===== src/hw/rtl/irpwd_pkg.sv =====
`default_nettype none

package irpwd_pkg;

  localparam int TS_W            = 16;
  localparam int CODE_W          = 21;
  localparam int SLOT_W          = 5;
  localparam int SLOT_EXT_W      = SLOT_W + 1;
  localparam int FRAME_SLOTS_DEF = 21;
  localparam int APB_ADDR_W      = 5;
  localparam int APB_DATA_W      = 32;
  localparam int REG_IDX_W       = 3;

  localparam logic [REG_IDX_W-1:0] REG_ONE_MIN  = 3'd0;
  localparam logic [REG_IDX_W-1:0] REG_ONE_MAX  = 3'd1;
  localparam logic [REG_IDX_W-1:0] REG_ZERO_MIN = 3'd2;
  localparam logic [REG_IDX_W-1:0] REG_ZERO_MAX = 3'd3;
  localparam logic [REG_IDX_W-1:0] REG_LEAD_MIN = 3'd4;
  localparam logic [REG_IDX_W-1:0] REG_LEAD_MAX = 3'd5;

  localparam logic [TS_W-1:0] ONE_MIN_RST  = 16'd750;
  localparam logic [TS_W-1:0] ONE_MAX_RST  = 16'd800;
  localparam logic [TS_W-1:0] ZERO_MIN_RST = 16'd340;
  localparam logic [TS_W-1:0] ZERO_MAX_RST = 16'd410;
  localparam logic [TS_W-1:0] LEAD_MIN_RST = 16'd1500;
  localparam logic [TS_W-1:0] LEAD_MAX_RST = 16'd1800;

  typedef struct packed {
    logic [TS_W-1:0] one_min;
    logic [TS_W-1:0] one_max;
    logic [TS_W-1:0] zero_min;
    logic [TS_W-1:0] zero_max;
    logic [TS_W-1:0] lead_min;
    logic [TS_W-1:0] lead_max;
  } win_cfg_t;

endpackage

`default_nettype wire


===== src/hw/rtl/ir_pulse_width_frame_decoder.sv =====
// flow: an accepted edge waits in the input register until the output side can
// advance; a frame's last edge then has its code registered for the master side
// throughput: one edge per cycle unless output stalls; single state update stage
// reset: asynchronous, active low; clears the pipeline valids, the slot count
// and the edge state, loads the window registers and the frame store defaults
`default_nettype none

module ir_pulse_width_frame_decoder
  import irpwd_pkg::*;
#(
  parameter int FRAME_SLOTS = FRAME_SLOTS_DEF
) (
  input  wire logic                  clk_i,
  input  wire logic                  rst_ni,
  input  wire logic                  psel,
  input  wire logic                  penable,
  input  wire logic                  pwrite,
  input  wire logic [APB_ADDR_W-1:0] paddr,
  input  wire logic [APB_DATA_W-1:0] pwdata,
  output logic      [APB_DATA_W-1:0] prdata,
  output logic                       pready,
  input  wire logic                  s_axis_tvalid,
  output logic                       s_axis_tready,
  input  wire logic [15:0]           s_axis_tdata,   // timestamp[15:0]
  input  wire logic                  s_axis_tuser,   // rising
  output logic                       m_axis_tvalid,
  input  wire logic                  m_axis_tready,
  output logic      [23:0]           m_axis_tdata    // code[20:0], zero pad
);

  win_cfg_t           cfg;
  logic               in_vld_q, in_vld_d;
  logic               rising_q;
  logic [TS_W-1:0]    ts_q;
  logic               out_vld_q, out_vld_d;
  logic [CODE_W-1:0]  code_q;
  logic               advance;
  logic               in_take;
  logic               step;
  logic               res_vld;
  logic [CODE_W-1:0]  res_code;

  irpwd_cfg_regs u_cfg (
    .clk_i   (clk_i),
    .rst_ni  (rst_ni),
    .psel    (psel),
    .penable (penable),
    .pwrite  (pwrite),
    .paddr   (paddr),
    .pwdata  (pwdata),
    .prdata  (prdata),
    .pready  (pready),
    .cfg_o   (cfg)
  );

  irpwd_pulse_core #(
    .FRAME_SLOTS (FRAME_SLOTS)
  ) u_core (
    .clk_i       (clk_i),
    .rst_ni      (rst_ni),
    .cfg_i       (cfg),
    .step_i      (step),
    .rising_i    (rising_q),
    .timestamp_i (ts_q),
    .res_vld_o   (res_vld),
    .res_code_o  (res_code)
  );

  assign advance       = !out_vld_q || m_axis_tready;
  assign s_axis_tready = !in_vld_q || advance;
  assign in_take       = s_axis_tvalid && s_axis_tready;
  assign step          = in_vld_q && advance;

  always_comb begin
    in_vld_d = in_vld_q;
    if (in_take) begin
      in_vld_d = 1'b1;
    end else if (step) begin
      in_vld_d = 1'b0;
    end
  end

  assign out_vld_d = advance ? res_vld : out_vld_q;

  always_ff @(posedge clk_i or negedge rst_ni) begin
    if (!rst_ni) begin
      in_vld_q  <= 1'b0;
      out_vld_q <= 1'b0;
    end else begin
      in_vld_q  <= in_vld_d;
      out_vld_q <= out_vld_d;
    end
  end

  always_ff @(posedge clk_i) begin
    if (in_take) begin
      rising_q <= s_axis_tuser;
      ts_q     <= s_axis_tdata;
    end
    if (advance && res_vld) begin
      code_q <= res_code;
    end
  end

  assign m_axis_tvalid = out_vld_q;
  assign m_axis_tdata  = 24'(code_q);

endmodule

`default_nettype wire


===== src/hw/rtl/irpwd_cfg_regs.sv =====
`default_nettype none

module irpwd_cfg_regs
  import irpwd_pkg::*;
(
  input  wire logic                  clk_i,
  input  wire logic                  rst_ni,
  input  wire logic                  psel,
  input  wire logic                  penable,
  input  wire logic                  pwrite,
  input  wire logic [APB_ADDR_W-1:0] paddr,
  input  wire logic [APB_DATA_W-1:0] pwdata,
  output logic      [APB_DATA_W-1:0] prdata,
  output logic                       pready,
  output win_cfg_t                   cfg_o
);

  win_cfg_t                 cfg_q;
  win_cfg_t                 cfg_d;
  logic [REG_IDX_W-1:0]     idx;
  logic [TS_W-1:0]          wval;
  logic [TS_W-1:0]          rval;
  logic                     wr_en;

  assign idx    = paddr[APB_ADDR_W-1:2];
  assign wval   = pwdata[TS_W-1:0];
  assign pready = 1'b1;
  assign wr_en  = psel && penable && pwrite;

  always_comb begin
    cfg_d = cfg_q;
    if (wr_en) begin
      unique case (idx)
        REG_ONE_MIN:  cfg_d.one_min  = wval;
        REG_ONE_MAX:  cfg_d.one_max  = wval;
        REG_ZERO_MIN: cfg_d.zero_min = wval;
        REG_ZERO_MAX: cfg_d.zero_max = wval;
        REG_LEAD_MIN: cfg_d.lead_min = wval;
        REG_LEAD_MAX: cfg_d.lead_max = wval;
        default: ;
      endcase
    end
  end

  always_comb begin
    unique case (idx)
      REG_ONE_MIN:  rval = cfg_q.one_min;
      REG_ONE_MAX:  rval = cfg_q.one_max;
      REG_ZERO_MIN: rval = cfg_q.zero_min;
      REG_ZERO_MAX: rval = cfg_q.zero_max;
      REG_LEAD_MIN: rval = cfg_q.lead_min;
      REG_LEAD_MAX: rval = cfg_q.lead_max;
      default:      rval = '0;
    endcase
  end

  assign prdata = APB_DATA_W'(rval);
  assign cfg_o  = cfg_q;

  always_ff @(posedge clk_i or negedge rst_ni) begin
    if (!rst_ni) begin
      cfg_q.one_min  <= ONE_MIN_RST;
      cfg_q.one_max  <= ONE_MAX_RST;
      cfg_q.zero_min <= ZERO_MIN_RST;
      cfg_q.zero_max <= ZERO_MAX_RST;
      cfg_q.lead_min <= LEAD_MIN_RST;
      cfg_q.lead_max <= LEAD_MAX_RST;
    end else begin
      cfg_q <= cfg_d;
    end
  end

endmodule

`default_nettype wire


===== src/hw/rtl/irpwd_pulse_core.sv =====
`default_nettype none

module irpwd_pulse_core
  import irpwd_pkg::*;
#(
  parameter int FRAME_SLOTS = FRAME_SLOTS_DEF
) (
  input  wire logic              clk_i,
  input  wire logic              rst_ni,
  input  wire win_cfg_t          cfg_i,
  input  wire logic              step_i,
  input  wire logic              rising_i,
  input  wire logic [TS_W-1:0]   timestamp_i,
  output logic                   res_vld_o,
  output logic      [CODE_W-1:0] res_code_o
);

  localparam int PadW = (FRAME_SLOTS > CODE_W) ? FRAME_SLOTS : CODE_W;
  localparam logic [FRAME_SLOTS-1:0] StoreRst = FRAME_SLOTS'(1) << (FRAME_SLOTS - 2);

  logic                    await_q, await_d;
  logic [TS_W-1:0]         start_q, start_d;
  logic [SLOT_W-1:0]       slot_q, slot_d;
  logic [FRAME_SLOTS-1:0]  store_q, store_d;

  logic [TS_W-1:0]         width;
  logic                    lead_bad;
  logic [SLOT_W-1:0]       slot_eff;
  logic                    one_hit;
  logic                    zero_hit;
  logic [SLOT_EXT_W-1:0]   bit_idx;
  logic [SLOT_EXT_W-1:0]   slot_next;
  logic [PadW-1:0]         store_ext;

  assign width    = timestamp_i - start_q;
  assign lead_bad = (width > cfg_i.lead_max) || (width < cfg_i.lead_min);
  assign slot_eff = (slot_q == SLOT_W'(1) && lead_bad) ? '0 : slot_q;
  assign one_hit  = (width > cfg_i.one_min) && (width < cfg_i.one_max) &&
                    (slot_eff != SLOT_W'(1));
  assign zero_hit = (width > cfg_i.zero_min) && (width < cfg_i.zero_max);
  assign bit_idx  = SLOT_EXT_W'(FRAME_SLOTS - 1) - {1'b0, slot_eff};
  assign slot_next = {1'b0, slot_eff} + SLOT_EXT_W'(1);

  always_comb begin
    await_d   = await_q;
    start_d   = start_q;
    slot_d    = slot_q;
    store_d   = store_q;
    res_vld_o = 1'b0;
    if (step_i) begin
      if (!await_q) begin
        if (!rising_i) begin
          start_d = timestamp_i;
          await_d = 1'b1;
        end
      end else if (rising_i) begin
        await_d = 1'b0;
        for (int i = 0; i < FRAME_SLOTS; i++) begin
          if (SLOT_EXT_W'(i) == bit_idx) begin
            if (one_hit) begin
              store_d[i] = 1'b1;
            end else if (zero_hit) begin
              store_d[i] = 1'b0;
            end
          end
        end
        if (slot_next == SLOT_EXT_W'(FRAME_SLOTS)) begin
          slot_d    = '0;
          res_vld_o = 1'b1;
        end else begin
          slot_d = slot_next[SLOT_W-1:0];
        end
      end
    end
  end

  assign store_ext  = PadW'(store_d);
  assign res_code_o = store_ext[CODE_W-1:0];

  always_ff @(posedge clk_i or negedge rst_ni) begin
    if (!rst_ni) begin
      await_q <= 1'b0;
      start_q <= '0;
      slot_q  <= '0;
      store_q <= StoreRst;
    end else begin
      await_q <= await_d;
      start_q <= start_d;
      slot_q  <= slot_d;
      store_q <= store_d;
    end
  end

endmodule

`default_nettype wire


===== config.mk =====
export PLATFORM = sky130hd
export DESIGN_NAME = ir_pulse_width_frame_decoder
export DESIGN_NICKNAME = d
export VERILOG_FILES = /design/src/hw/rtl/irpwd_pkg.sv /design/src/hw/rtl/ir_pulse_width_frame_decoder.sv /design/src/hw/rtl/irpwd_cfg_regs.sv /design/src/hw/rtl/irpwd_pulse_core.sv
export SDC_FILE = /design/constraint.sdc
export NUM_CORES = 1
export LEC_CHECK = 0
export BUFFER_PORTS_ARGS = -buffer_cell sky130_fd_sc_hd__buf_4
export CAP_MARGIN = 20
export CELL_PAD_IN_SITES_DETAIL_PLACEMENT = 1
export CELL_PAD_IN_SITES_GLOBAL_PLACEMENT = 1
export CORE_ASPECT_RATIO = 2
export CORE_MARGIN = 3
export CORE_UTILIZATION = 46
export DETAILED_ROUTE_END_ITERATION = 6
export PLACE_DENSITY_LB_ADDON = 0.3
export SYNTH_ARGS = -nofsm -noshare
export SYNTH_HDL_FRONTEND = slang
export SYNTH_SLANG_ARGS = --single-unit
export TNS_END_PERCENT = 20

===== constraint.sdc =====
create_clock -name clk_i -period 6.55 [get_ports clk_i]
set_clock_uncertainty 0.15 [all_clocks]
set_input_delay 0.655 -clock clk_i [delete_from_list [all_inputs] [get_ports clk_i]]
set_output_delay 0.655 -clock clk_i [all_outputs]
set_load 0.02 [all_outputs]

# ---- After elaboration in Yosys (flattened, before gate mapping)
# Index checks and enable logic that the tools add are counted.
dict set report totals {
  ff_bits 179
  output_inout_bits 59
  wordCells 155
}
dict set report op_classes {
  add_sub_neg 3
  order_cmp 6
  n_eq_ne 28
  muxes 76
  bitwise_logic 2
  reduce_logical 25
}
# op count
set ops {}
lappend ops {{16-bit case mux with 6 select lines} 1}
lappend ops {{1-bit two-way mux} 70}
lappend ops {{21-bit two-way mux} 3}
lappend ops {{4-bit by 6-bit == test with 1-bit output, first input constant} 8}
lappend ops {{16-bit greater-than comparator} 3}
lappend ops {{16-bit < comparator} 3}
lappend ops {{5-bit by 6-bit == test with 1-bit output, first input constant} 5}
lappend ops {{3-bit by 6-bit == test with 1-bit output, first input constant} 4}
lappend ops {{16-bit subtractor} 1}
lappend ops {{2-bit by 6-bit == test with 1-bit output, first input constant} 2}
lappend ops {{2-bit AND reduction} 6}
lappend ops {{5-bit two-way mux} 2}
lappend ops {{1-bit logical AND} 9}
lappend ops {{5-bit by 1-bit adder with 6-bit output, second input constant} 1}
lappend ops {{1-bit by 6-bit == test with 1-bit output, first input constant} 1}
lappend ops {{3-bit by 2-bit == test with 1-bit output, second input constant} 2}
lappend ops {{3-bit == test, second input constant} 2}
lappend ops {{6-bit by 5-bit == test with 1-bit output, second input constant} 1}
lappend ops {{6-bit zero test} 1}
lappend ops {{3-bit AND reduction} 2}
lappend ops {{5-bit by 5-bit subtractor with 6-bit output, first input constant} 1}
lappend ops {{5-bit by 1-bit == test with 1-bit output, second input constant} 1}
lappend ops {{5-bit by 1-bit != test with 1-bit output, second input constant} 1}
lappend ops {{3-bit by 1-bit == test with 1-bit output, second input constant} 1}
lappend ops {{5 further kinds} 9}

# ---- Logic depth before layout (Yosys ltp)
dict set report depth {
  depth_word 12
  depth_mapped 26
  depth_no_buf 26
}

# ---- Cells and area by module
# Synthesis repeated with hierarchy kept, for this count alone.
dict set report unflattened {
  cells_unflattened 1017
  hier_area_um2 11098.1
}
# mod instances cells_each area_each_um2 seq_area_each_um2
set by_module_without_submodules {}
lappend by_module_without_submodules {irpwd_pulse_core 1 631 5180.0 1077.3}
lappend by_module_without_submodules {irpwd_cfg_regs 1 335 4640.7 2439.8}
lappend by_module_without_submodules {ir_pulse_width_frame_decoder 1 51 1277.5 1191.1}

# ---- Least setup slack after synthesis
# Ideal clock, no wire load.
dict set report synth_timing {
  path_type {register -> register}
  startpoint {register u_core.start_q[1]}
  endpoint {register code_q[0] (enable)}
  t_arrival_ns 4.793
  slack_ns 1.209
  path_stages_with_launch 21
  period_less_slack_ns 5.341
  path_cell_list {dfrtp_1 > inv_1 > ha_1 > nor2b_1 > o2111a_1 > nor4_1 > nor2_1 > o21ai_0 > o31ai_1 > xnor2_1 > ha_1 > a21oi_1 > o211ai_1 > a21oi_1 > a21bo_2 > a21oi_1 > ha_1 > nand2_1 > a21oi_1 > inv_1 > nor2_1}
}
dict set report synth_between {
  elab_chain_len 12
  elab_cells_between_ends 13
}
# element line_no
set synth_rtl {}
lappend synth_rtl {{start, declared} irpwd_pulse_core.sv:22} ;# logic [TS_W-1:0] start_q, start_d;
lappend synth_rtl {{start signal, assigned} irpwd_pulse_core.sv:88} ;# start_q <= start_d;
lappend synth_rtl {{16-bit subtractor *} irpwd_pulse_core.sv:35} ;# assign width = timestamp_i - start_q;
lappend synth_rtl {{16-bit greater-than comparator / 16-bit < comparator (equally long branches)} irpwd_pulse_core.sv:36} ;# assign lead_bad = (width > cfg_i.lead_max) || (width < cfg_i.lead_min);
lappend synth_rtl {{1-bit logical OR *} irpwd_pulse_core.sv:36}
lappend synth_rtl {{1-bit logical AND *} irpwd_pulse_core.sv:37} ;# assign slot_eff = (slot_q == SLOT_W'(1) && lead_bad) ? '0 : slot_q;
lappend synth_rtl {{5-bit two-way mux *} irpwd_pulse_core.sv:37}
lappend synth_rtl {{5-bit by 1-bit adder with 6-bit output *} irpwd_pulse_core.sv:42} ;# assign slot_next = {1'b0, slot_eff} + SLOT_EXT_W'(1);
lappend synth_rtl {{6-bit by 5-bit == test with 1-bit output *} irpwd_pulse_core.sv:67} ;# if (slot_next == SLOT_EXT_W'(FRAME_SLOTS)) begin
lappend synth_rtl {{1-bit two-way mux *} irpwd_pulse_core.sv:67}
lappend synth_rtl {{1-bit two-way mux *} irpwd_pulse_core.sv:56} ;# end else if (rising_i) begin
lappend synth_rtl {{1-bit two-way mux *} irpwd_pulse_core.sv:51} ;# if (!await_q) begin
lappend synth_rtl {{1-bit two-way mux *} irpwd_pulse_core.sv:50} ;# if (step_i) begin
lappend synth_rtl {{1-bit logical AND *} ir_pulse_width_frame_decoder.sv:100} ;# if (advance && res_vld) begin
lappend synth_rtl {{end signal, assigned} ir_pulse_width_frame_decoder.sv:101} ;# code_q <= res_code;
lappend synth_rtl {{end, declared} ir_pulse_width_frame_decoder.sv:36} ;# logic [CODE_W-1:0] code_q;
# Mark *: on every way between the ends. The rest lies on a longest branch, timed or not.
# A chain may end at the register's enable or synchronous reset.

# ---- Final worst setup path
dict set report layout_timing {
  startpoint {register u_core.start_q[1]}
  endpoint {register code_q[20], data pin}
}
dict set report layout_between {
  elab_chain_len 12
  elab_cells_between_ends 22
}
# element line_no
set layout_rtl {}
lappend layout_rtl {{16-bit subtractor *} irpwd_pulse_core.sv:35}
lappend layout_rtl {{parallel branches: the longest is 7 deep, another holds 16-bit greater-than comparator} --}
lappend layout_rtl {{1-bit two-way mux *} irpwd_pulse_core.sv:59} ;# if (SLOT_EXT_W'(i) == bit_idx) begin
lappend layout_rtl {{21-bit two-way mux *} irpwd_pulse_core.sv:56}
lappend layout_rtl {{21-bit two-way mux *} irpwd_pulse_core.sv:51}
lappend layout_rtl {{21-bit two-way mux *} irpwd_pulse_core.sv:50}
lappend layout_rtl {{net res_code[20]} ir_pulse_width_frame_decoder.sv:41} ;# logic [CODE_W-1:0] res_code;
# Mark *: on every way through the listed nets, which the timed path passes.

==> results.yml <==
cells_and_area:
  design_area_um2: 12100
  final_util: 0.540
  n_fill_cell: 2556
  final_cell_mix: "nand2_1, inv_1, o21ai_0"
  layout.nets: 1328
  drive_gt1_frac: 0.186
  n_antenna_cell: 0
  final_cells: 1441
  final_common_cell: "nand2_1"
  area_growth_pct: 14.6
routing:
  ant_nets: 0
  wl_per_cell_um: 23.8
  drc_errors: 0
  drt_iter0_markers: 430
  wl_um: 34300
  first_pass_iters: 5
  num_vias: 8806
  via_per_inst: 6.11
logic_synthesis:
  syn_area_um2: 10500
  ys.flop_type: "dfrtp_1"
  synth.distinct_cells: 79
  synthCells: 1067
  syn_avg_cell_area_um2: 9.88
  synth-seq-cells: 179
  async_flop_share: 0.788
  synth-edff-count: 38
  yosysWarnings: 0
  synth-seq-area-share: 0.447
pwr:
  ir_drop_v: 0.000248
  cellPowerDensity_nw_per_um2: 433
  p_sw_mw: 2.17
  intPower_mw: 3.07
  p_leak_nw: 5.52
  p_total_mw: 5.24
  p_comb_frac: 0.496
  pwr-share-clk: 0.216
  seqPwrFrac: 0.287
  switching_share: 0.414
timing:
  tns_ns: 0
  report.final.slew_viol_count: 0
  rsz0062_at_grt: "false"
  finalCritPeriodShare: 0.930
  maxSlewHeadroom: 0.292
  setup_viol: 0
  min_period_ns: 6.09
  tightest_slew_ns: 1.06
  hold_viol: 0
  max_freq_mhz: 164
clock_tree:
  cts_buffers: 17
  cts_tree: "done"
  h-tree-depth: 4
  ctsRootBufferMaster: "clkbuf_16"
  cts_setup_buffers: 0
  cts_resized: 0
  clk_pin_slew_ns: 0.06
  clock_path_buffers: 2
  cts.sinks: 179
  clk-insertion-delay-late_ns: 0.46
  hold_buffers: 0
grt:
  grt_max_degree: 86
  grtUsageTotal: 0.286
  grt_pass1_wl_um: 53000
  grt_overflow: 0
  grt_pass1_vias: 9732
  antenna_found_initial: 0
placement:
  dp.final_hpwl_um: 26200
  portBuffers: 81
  gp_congestion: 0.950
  dp.cells: 1409
  dpl_cell_area_um2: 11400
critical_path:
  crit_fanout: 8
  path_class: "reg2reg"
  crit_arrival_ns: 6.15
  r2r_cells: 24
  cp-end-kind: "register"
  critical_path_required_ns: 6.61
  cp-start-kind: "register"
floorplan:
  die_h_um: 220
  die_w_um: 113
  die-area_um2: 24900
  core_area_um2: 22400
  num_rows: 77
  io_pins: 120
  start_util: 0.472
run_status:
  status: "finished, final reports clean"
flow_run:
  cap_violations: 0
min_path:
  hold_class: "in2async"
registers in the layout (all words and copies together), names as in the netlist:
register / count
ts_q: 16
rising_q: 1
in_vld_q: 1
m_axis_tvalid: 1
u_cfg.cfg_o: 96
code_q: 21
u_core.await_q: 1
u_core.store_q: 21
u_core.slot_q: 5
u_core.start_q: 16
cell type report:
type / instances / area, um^2 / area share
Clock buffer: 23 / 458 / 0.0379
Clock inverter: 9 / 178 / 0.0147
Inverter: 121 / 454 / 0.0376
Multi-Input combinational cell: 730 / 5160 / 0.427
Sequential cell: 179 / 4710 / 0.390
Tap cell: 276 / 345 / 0.0286
Timing Repair Buffer: 103 / 777 / 0.0643
metrics by stage:
step                      hold WS (ns)  setup WS, ns
after floorplan                  0.209          1.21
after global placement           0.319         0.687
after detailed placement         0.332         0.487
after CTS                        0.123         0.404
after global routing             0.148       0.00660
final                           0.0965         0.459
critical path, stage by stage (launching register included):
cell and delay, ns:
dfrtp_1 0.39, inv_1 0.06, ha_1 0.26, nor2b_1 0.15, o2111a_1 0.28, nor4_1 0.25, nor2_1 0.13, a21oi_1 0.19
o21bai_1 0.11, xor2_1 0.48, ha_1 0.26, nand4_1 0.25, nor3_1 0.28, nor3b_1 0.26, o21ai_0 0.12, a21oi_1 0.27
inv_1 0.13, ha_1 0.30, nor4b_2 0.33, a21oi_1 0.09, o32ai_1 0.18, nand2_1 0.23, nor4b_2 0.34, nand3_1 0.12
a22o_1 0.25
path summary, 6_finish.rpt:
kind | start | endpoint | slack, ns
worst max-delay path | u_core.start_q[1]$_DFFE_PN0P_ | code_q[20]$_DFFE_PP_ | 0.46
worst min register to register | u_core.start_q[0]$_DFFE_PN0P_ | u_core.start_q[0]$_DFFE_PN0P_ | 0.34
worst min-delay path | rst_ni | u_cfg.cfg_o[76]$_DFFE_PN0P_ | 0.1
worst max register to register | u_core.start_q[1]$_DFFE_PN0P_ | code_q[20]$_DFFE_PP_ | 0.46
max in group asynchronous | rst_ni | u_core.start_q[6]$_DFFE_PN0P_ | 4.84
min in group clk_i | s_axis_tdata[3] | ts_q[3]$_DFFE_PP_ | 0.22
cells in the mapped netlist, types with 5 or more instances:
cell type	n	area, um^2
dfrtp_1	110	2750
a221oi_1	16	140
a21oi_1	34	170
inv_1	121	454
o22ai_1	6	37.5
o21a_1	15	113
o221ai_1	16	140
a21o_1	14	105
o31ai_1	6	45.0
o211ai_1	9	67.6
nor3_1	6	30.0
a22o_1	20	175
xnor2_1	9	78.8
clkbuf_1	24	90.1
dfstp_2	31	815
nand3_1	22	110
xor2_1	5	43.8
nand4_1	16	100
buf_4	21	158
nor2_1	40	150
ha_1	114	1430
edfxtp_1	38	1140
mux2_2	20	225
nor2b_1	9	56.3
nand2_1	128	480
o21ai_0	118	591
metal layers:
| metal | GRT usage | routed length, um | share of wire | vias to the layer above |
|---|---|---|---|---|
| met1 | 0.257 | 10800 | 0.32 | 4424 |
| met5 | 0 | 0 | 0 | - |
| met4 | 0.255 | 3410 | 0.10 | 0 |
| met3 | 0.0396 | 1210 | 0.035 | 157 |
| li1 | - | - | - | 3930 |
| met2 | 0.537 | 18800 | 0.55 | 295 |
cells by family after synthesis:
logic type / after synthesis / share of synthesized area
AOI/OAI and AO/OA: 292 / 0.183
xor gates and xnor gates: 14 / 0.0116
adders and majority gates: 115 / 0.137
buffers and inverters: 176 / 0.0731
DFF: 179 / 0.447
muxes: 20 / 0.0214
other: 2 / 0.000713
and+or+nand+nor: 269 / 0.126
power groups by stage:
stage	sequential [mW]	combinational [mW]	clock, mW
floorplan	1.47	1.71	0
global placement	1.51	2.39	0
detailed placement	1.52	2.54	0
CTS	1.51	2.59	1.15
global route	1.53	2.87	1.20
finish	1.51	2.60	1.13
Power figures use the tool's default switching activity.
